[config.mk]
export PLATFORM = sky130hd
export DESIGN_NAME = pfsc_div
export DESIGN_NICKNAME = d
export VERILOG_FILES = /design/src/hdl/pfsc_pkg.sv /design/src/hdl/pfsc_div.sv
export SDC_FILE = /design/constraint.sdc
export NUM_CORES = 1
export LEC_CHECK = 0
export BUFFER_PORTS_ARGS = -buffer_cell sky130_fd_sc_hd__buf_2
export CAP_MARGIN = 15
export CORE_ASPECT_RATIO = 0.8
export CORE_MARGIN = 5
export CORE_UTILIZATION = 30
export DETAILED_ROUTE_END_ITERATION = 8
export PLACE_DENSITY_LB_ADDON = 0.12
export SLEW_MARGIN = 20
export SYNTH_ARGS = -nofsm -noshare
export SYNTH_HDL_FRONTEND = slang
export SYNTH_SLANG_ARGS = --single-unit
[constraint.sdc]
create_clock -name clk -period 5.3 [get_ports clk]
set_input_delay 1.59 -clock clk [delete_from_list [all_inputs] [get_ports clk]]
set_output_delay 1.59 -clock clk [all_outputs]
set_load 0.01 [all_outputs]
[src/hdl/pfsc_pkg.sv]
// ----------------------------------------------------------------------------
// Steering control package
// Fixed-point constants, register indexes, arctan table and saturation.
// ----------------------------------------------------------------------------
`default_nettype none

package pfsc_pkg;

  localparam int FRAC_BITS    = 16;
  localparam int CORDIC_STEPS = 30;
  localparam int CORDIC_IW    = $clog2(CORDIC_STEPS);
  localparam int RED_STEPS    = 30 - FRAC_BITS;

  localparam logic signed [33:0] Q_ONE      = 34'sh1 << FRAC_BITS;
  localparam logic [31:0]        TIME_LIMIT = 32'd25 << FRAC_BITS;

  localparam logic [63:0] Q30_TWO_PI  = 64'd6746518852;
  localparam logic [63:0] Q30_PI      = 64'd3373259426;
  localparam logic [63:0] Q30_HALF_PI = 64'd1686629713;
  localparam logic signed [33:0] CORDIC_GAIN = 34'sd652032874;

  localparam logic OP_SAMPLE = 1'b0;
  localparam logic OP_TICK   = 1'b1;

  localparam logic [2:0] CFG_PROP_GAIN  = 3'd0;
  localparam logic [2:0] CFG_INT_GAIN   = 3'd1;
  localparam logic [2:0] CFG_LAT_GAIN   = 3'd2;
  localparam logic [2:0] CFG_HEAD_GAIN  = 3'd3;
  localparam logic [2:0] CFG_STEP_TIME  = 3'd4;
  localparam logic [2:0] CFG_TGT_SPEED  = 3'd5;
  localparam logic [2:0] CFG_TURN_CURV  = 3'd6;
  localparam logic [2:0] CFG_TURN_START = 3'd7;

  typedef struct packed {
    logic signed [33:0] s;
    logic signed [33:0] c;
  } trig_t;

  function automatic logic [31:0] atan_q30(input logic [CORDIC_IW-1:0] i);
    logic [31:0] v;
    case (i)
      5'd0:  v = 32'd843314857;
      5'd1:  v = 32'd497837829;
      5'd2:  v = 32'd263043837;
      5'd3:  v = 32'd133525159;
      5'd4:  v = 32'd67021687;
      5'd5:  v = 32'd33543516;
      5'd6:  v = 32'd16775851;
      5'd7:  v = 32'd8388437;
      5'd8:  v = 32'd4194283;
      5'd9:  v = 32'd2097149;
      5'd10: v = 32'd1048576;
      5'd11: v = 32'd524288;
      5'd12: v = 32'd262144;
      5'd13: v = 32'd131072;
      5'd14: v = 32'd65536;
      5'd15: v = 32'd32768;
      5'd16: v = 32'd16384;
      5'd17: v = 32'd8192;
      5'd18: v = 32'd4096;
      5'd19: v = 32'd2048;
      5'd20: v = 32'd1024;
      5'd21: v = 32'd512;
      5'd22: v = 32'd256;
      5'd23: v = 32'd128;
      5'd24: v = 32'd64;
      5'd25: v = 32'd32;
      5'd26: v = 32'd16;
      5'd27: v = 32'd8;
      5'd28: v = 32'd4;
      5'd29: v = 32'd2;
      default: v = 32'd0;
    endcase
    return v;
  endfunction

  function automatic logic signed [31:0] sat32(input logic signed [71:0] v);
    logic signed [31:0] r;
    if (v > 72'sd2147483647) r = 32'sh7FFFFFFF;
    else if (v < -72'sd2147483648) r = 32'sh80000000;
    else r = v[31:0];
    return r;
  endfunction

endpackage

`default_nettype wire

[src/hdl/pfsc_div.sv]
// ----------------------------------------------------------------------------
// Steering control divider
// Restoring division, one quotient bit per cycle, truncating toward zero,
// with saturation and a fixed answer for a zero divisor.
// ----------------------------------------------------------------------------
`default_nettype none

module pfsc_div import pfsc_pkg::*; (
  input  logic               clk,
  input  logic               rst_n,
  input  logic               start,
  input  logic signed [31:0] num,
  input  logic signed [33:0] den,
  output logic               done,
  output logic signed [31:0] quo
);

  typedef enum logic [2:0] {
    DS_IDLE = 3'b001,
    DS_RUN  = 3'b010,
    DS_FIN  = 3'b100
  } ds_t;

  localparam int DW = 32 + FRAC_BITS;
  localparam int CW = $clog2(DW + 1);
  localparam int RW = 35;

  ds_t st_r, st_nxt;
  logic [CW-1:0] cnt_r;
  logic [DW-1:0] n_r, q_r;
  logic [RW-1:0] rem_r, d_r;
  logic neg_r, zero_r, nneg_r;

  logic signed [32:0] nx, absn;
  logic signed [33:0] absd;
  logic [RW-1:0] sh;

  always_comb begin
    nx   = 33'(num);
    absn = nx[32] ? -nx : nx;
    absd = den[33] ? -den : den;
    sh   = {rem_r[RW-2:0], n_r[DW-1]};
  end

  always_comb begin
    st_nxt = st_r;
    unique case (st_r)
      DS_IDLE: if (start) st_nxt = (den == 34'sd0) ? DS_FIN : DS_RUN;
      DS_RUN:  if (cnt_r == CW'(DW - 1)) st_nxt = DS_FIN;
      DS_FIN:  st_nxt = DS_IDLE;
      default: st_nxt = DS_IDLE;
    endcase
  end

  always_ff @(posedge clk) begin
    if (!rst_n) st_r <= DS_IDLE;
    else st_r <= st_nxt;
  end

  always_ff @(posedge clk) begin
    case (st_r)
      DS_IDLE: begin
        n_r    <= DW'(unsigned'(absn)) << FRAC_BITS;
        d_r    <= RW'(unsigned'(absd));
        rem_r  <= '0;
        q_r    <= '0;
        cnt_r  <= '0;
        neg_r  <= num[31] ^ den[33];
        zero_r <= (den == 34'sd0);
        nneg_r <= !num[31];
      end
      DS_RUN: begin
        if (sh >= d_r) begin
          rem_r <= sh - d_r;
          q_r   <= {q_r[DW-2:0], 1'b1};
        end else begin
          rem_r <= sh;
          q_r   <= {q_r[DW-2:0], 1'b0};
        end
        n_r   <= {n_r[DW-2:0], 1'b0};
        cnt_r <= cnt_r + CW'(1);
      end
      default: ;
    endcase
  end

  always_comb begin
    if (zero_r) quo = nneg_r ? 32'sh7FFFFFFF : 32'sh80000000;
    else if (neg_r) quo = (q_r > DW'(32'h80000000)) ? 32'sh80000000 : -$signed(q_r[31:0]);
    else quo = (q_r > DW'(32'h7FFFFFFF)) ? 32'sh7FFFFFFF : $signed(q_r[31:0]);
  end

  assign done = (st_r == DS_FIN);

endmodule

`default_nettype wire

Yosys cells after proc, flatten, opt, wreduce, memory -nomap -nowiden
Cells that the tools add are included.
- flip-flop bits (word level): 176
- output and inout bits: 33
- bitwise gates (word level): 1
- equality and inequality tests: 6
- reduce and logical (&&, ||, !) cells: 4
- magnitude comparators: 3
- mux-type cells: 17
- add/subtract/negate cells: 5
- operator list (operator ; count):
    $mux W32 ; 6
    $pmux W48 S2 ; 2
    $pmux W34 S2 ; 1
    $neg A32 Y32 ; 2
    $gt A48 B31 Y1 const B ; 1
    $gt A48 B32 Y1 const B ; 1
    $ge A35 B34 Y1 ; 1
    $logic_not A34 Y1 ; 1
    $mux W34 ; 1
    $neg A34 Y34 ; 1
    $sub A34 B34 Y34 ; 1
    $mux W33 ; 1
    $pmux W6 S2 ; 1
    $mux W3 ; 3
    $add A6 B1 Y6 const B ; 1
    $eq A6 B6 Y1 const B ; 1
    $pmux W3 S2 ; 1
    $ne A2 B2 Y1 const B ; 2
    $eq A3 B1 Y1 const B ; 1
    $eq A3 B2 Y1 const B ; 1
    $eq A3 B3 Y1 const B ; 1
    $reduce_and A2 Y1 ; 1
    $reduce_bool A2 Y1 ; 1
    $logic_not A1 Y1 ; 1
    other kinds (2) ; 2

Longest topological paths before layout
- depth in word-level cells: 4
- gate-level depth with buffers: 12
- depth with buffers taken out: 12

Least setup slack after synthesis
No wires, ideal clock.
- path type: register to output
- from: register q_r[2]
- to: output port quo[14]
- cell stages (with the launch flop): 11
- arrival: 2771 ps
- setup slack: 939 ps
- path through: edfxtp_1 nor4_4 and4b_1 buf_2 nand3_1 o41ai_4 nand2_1 clkbuf_1 o31ai_1 a21oi_1 nor2_1
- cells in the longest elaborated chain, start to end: 4
- ends and longest elaborated chain (what ; RTL line ; RTL):
    start, declared ; pfsc_div.sv:30 ; logic [DW-1:0] n_r, q_r;
    start signal, assigned ; pfsc_div.sv:75 ; q_r <= {q_r[DW-2:0], 1'b1};
    start signal, assigned ; pfsc_div.sv:78 ; q_r <= {q_r[DW-2:0], 1'b0};
    $gt A48 B31 Y1, or another cell as far along ; pfsc_div.sv:90 ; else quo = (q_r > DW'(32'h7FFFFFFF)) ? 32'sh7FFFFFFF : $signed(q_r[31:0]);
    $mux W32, on equally long branches ; pfsc_div.sv:90, pfsc_div.sv:89 ;
    $mux W32 * ; pfsc_div.sv:89 ; else if (neg_r) quo = (q_r > DW'(32'h80000000)) ? 32'sh80000000 : -$signed(q_r[31:0]);
    $mux W32 * ; pfsc_div.sv:88 ; if (zero_r) quo = nneg_r ? 32'sh7FFFFFFF : 32'sh80000000;
    end, declared ; pfsc_div.sv:15 ; output logic signed [31:0] quo
Mark *: on every way between the ends. The rest lies on a longest branch, timed or not.

Final worst setup path
- from: register q_r[2]
- to: output port quo[18]
Same word-level chain as after synthesis.

==> run_results.csv <==
group,metric,value,unit
layout,syn2layout_area_growth,15.0,%
place,io_buffers,101,
route,vias_per_cell,5.12,
route,finalWirelength,28.7,mm
job,cap_viol_max_count,0,
global_route,antenna_found_initial,0,
sta,fin_crit_sh,0.957,
floorplan,die_w,220,µm
route,wl_per_cell,17.1,µm
synthesis,synth.distinct_cells,61,
layout,final_cells,1677,
sta,setup_viol,0,
clocking,clock_latency,0.43,ns
layout,layout.nets,1301,
sta,fin_crit,5.07,ns
clocking,cts_max_level,4,
global_route,grt_max_degree,64,
floorplan,floorplan.initialDensity,0.305,
synthesis,synth_warnings,0,
sta,tns,0,ns
sta,worst_pin_slew,1.01,ns
sta,skew,0.00996,ns
clocking,cts_hold_buf,0,
power_and_ir_drop,p_leak,4.89,nW
critical_path,slowest_delay,0.49,ns
layout,fill_cells,3644,
clocking,cts_tree,"built",
layout,drive_gt1_frac,0.145,
layout,multi_input_comb_area,0.00543,mm²
critical_path,worst-path-max-fanout,16,
hold_path,hold_class,"flip-flop to flip-flop",
global_route,grt-ovfl-total,0,
route,route.vias.total,8579,
sta,setup_ws,0.229,ns
clocking,cts-root-buf,"clkbuf_16",
sta,drv_slew,0,
synthesis,ys_seq_elements,160,
hold_path,hold_path.startpoint,"n_r[38]",
critical_path,cp-end-kind,"output port",
critical_path,crit_chain,"nor4_4 -> and4b_2 -> nand3_1 -> o41ai_4 -> nand2_2 -> or3_1 -> a31oi_1 -> buf_2",
critical_path,crit_start,"q_r[2]",
critical_path,worstSetupPathType,"flip-flop to output port",
status,status,"finished clean",
synthesis,avgSynthCellArea,9.48,µm²
critical_path,cp-start-kind,"flip-flop",
power_and_ir_drop,p_per_area,358,mW/mm²
clocking,clock_path_buffers,2,
layout,regArea,0.00477,mm²
sta,whs,0.523,ns
place,dp.cells,1646,
global_route,grtUsageTotal,0.146,
layout,mostFrequentLayoutCells,"edfxtp_1 (157), nand2_1 (131), buf_2 (101)",
place,place_ws,0.399,ns
route,drt_pre_antenna_iters,5,
synthesis,synth_fp_nets,1226,
synthesis,syn_area,0.0106,mm²
floorplan,core-area,0.0348,mm²
layout,layout_commonest_cell,"edfxtp_1",
power_and_ir_drop,ir_drop,0.176,mV
sta,finalHoldViolCount,0,
place,dp_hpwl,20.3,mm
floorplan,rows,61,
synthesis,ys.flop_type,"edfxtp_1",
place,routabilityCongestion,0.820,
floorplan,dieArea,0.0392,mm²
clocking,numCtsBuffers,17,
critical_path,critPathRequiredTime,3.71,ns
synthesis,synth_edf_count,157,
synthesis,synthArstFlopShare,0,
route,ant_nets,0,
global_route,grt_pass1_wl,45.7,mm
route,drt_iter0_markers,592,
critical_path,cp.arrival,3.48,ns
sta,slew_headroom,0.323,
floorplan,ios,102,
synthesis,syn_inst,1118,
clocking,clkTransAtPathRegs,0.06,ns
global_route,grt_pass1_vias,8220,
synthesis,ys_seq_area_frac,0.450,
critical_path,cpMaxStageDelayCell,"edfxtp_1",
floorplan,die_y,178,µm
route,drc,0,
clocking,clock-sinks,160,
critical_path,r2r_start,"rem_r[3]",
clocking,post-cts-setup-buffer-count,0,
sta,grt_setup_unrepaired,"false",
sta,fmax,0.197,GHz
cells in the mapped netlist, types with 4 or more instances:
library cell | number | share of area
edfxtp_1 | 157 | 0.44
nand2_1 | 133 | 0.047
o21ai_0 | 85 | 0.040
nor2_1 | 79 | 0.028
a21oi_1 | 77 | 0.036
xnor2_1 | 56 | 0.046
and3_1 | 55 | 0.032
clkbuf_1 | 52 | 0.018
inv_1 | 52 | 0.018
xor2_1 | 42 | 0.035
ha_1 | 38 | 0.045
o31ai_1 | 26 | 0.018
a21o_1 | 25 | 0.018
nand3_1 | 22 | 0.010
a31oi_1 | 20 | 0.012
nor3_1 | 18 | 0.0085
nand4_1 | 14 | 0.0083
mux2i_1 | 13 | 0.012
or4_1 | 13 | 0.0092
or3_1 | 12 | 0.0071
nor4_1 | 11 | 0.0065
o211ai_1 | 11 | 0.0078
o41ai_1 | 8 | 0.0066
nand2b_1 | 6 | 0.0035
a21boi_0 | 5 | 0.0035
and2_1 | 5 | 0.0030
nand3b_1 | 5 | 0.0035
o21a_1 | 5 | 0.0035
o21bai_1 | 5 | 0.0035
or2_2 | 5 | 0.0030
a211oi_1 | 4 | 0.0028
buf_1 | 4 | 0.0014
buf_2 | 4 | 0.0019
nor3b_1 | 4 | 0.0028
nor4_4 | 4 | 0.0080
o211a_1 | 4 | 0.0038
path summary, 6_finish.rpt:
path | end | slack, ns | depth (start not counted)
min reg2reg | n_r[39] | 0.52 | 2
max | quo[18] | 0.23 | 8
min | n_r[39] | 0.52 | 2
max reg2reg | rem_r[21] | 1.56 | 9
metrics by stage:
stage,utilization,instance area (µm²),power [W]
2_1_floorplan,-,10600,0.00272
3_3_place_gp,0.334,11600,0.00315
3_5_place_dp,0.334,11600,0.00314
4_1_cts,0.350,12200,0.00442
5_1_grt,0.350,12200,0.00463
6_report,0.350,12200,0.00436
critical path, delay by kind of cell (launching register included):
family / cells / cell delay (ns)
and+or+nand+nor: 5 / 1.83
AOI/OAI and AO/OA: 2 / 0.58
DFF: 1 / 0.49
buffers and inverters: 1 / 0.15
routing by layer:
metal | vias to the layer above | track usage | part of all wire
li1 | 4268 | - | -
met2 | 159 | 0.208 | 0.41
met5 | - | 0 | 0
met3 | 20 | 0.0239 | 0.038
met1 | 4132 | 0.228 | 0.54
met4 | 0 | 0.0341 | 0.011
state kept, by name (all words and copies together), names as in the netlist:
register / cells
d_r: 34
cnt_r: 6
neg_r: 1
rem_r: 34
n_r: 32
q_r: 48
st_r: 3
nneg_r: 1
zero_r: 1
power breakdown:
group / leakage, nW / total, W / switching, W / internal [W]
combinational: 2.94 / 0.00136 / 0.000850 / 0.000511
sequential: 1.67 / 0.00176 / 0.000122 / 0.00164
clock: 0.282 / 0.00124 / 0.000508 / 0.000734
cell families (layout without fill, tap and decap cells):
logic type                 Yosys count  after routing  synth area share
buffers and inverters              112            198            0.0401
AOI/OAI and AO/OA                  296            296             0.176
adders and majority gates           39             39            0.0467
muxes                               13             13            0.0123
xor gates and xnor gates            98             98            0.0810
other                                0              1                 0
and+or+nand+nor                    400            400             0.194
DFF                                160            160             0.450
timing repair:
action	in CTS	in global routing
resized for setup	1	3
setup endpoints to repair	3	8
endpoints found under the hold margin	0	0
pin swaps	0	0
final cells by class:
cell class                 instances  area share
clock inverter                    11      0.0114
sequential                       160       0.392
antenna                            1    0.000205
timing repair buffer             116      0.0517
multi-input combinational        846       0.445
inverter                          52      0.0160
clock buffer                      19      0.0355
tap                              472      0.0484
Note: power is estimated with default switching activity, not from simulation.
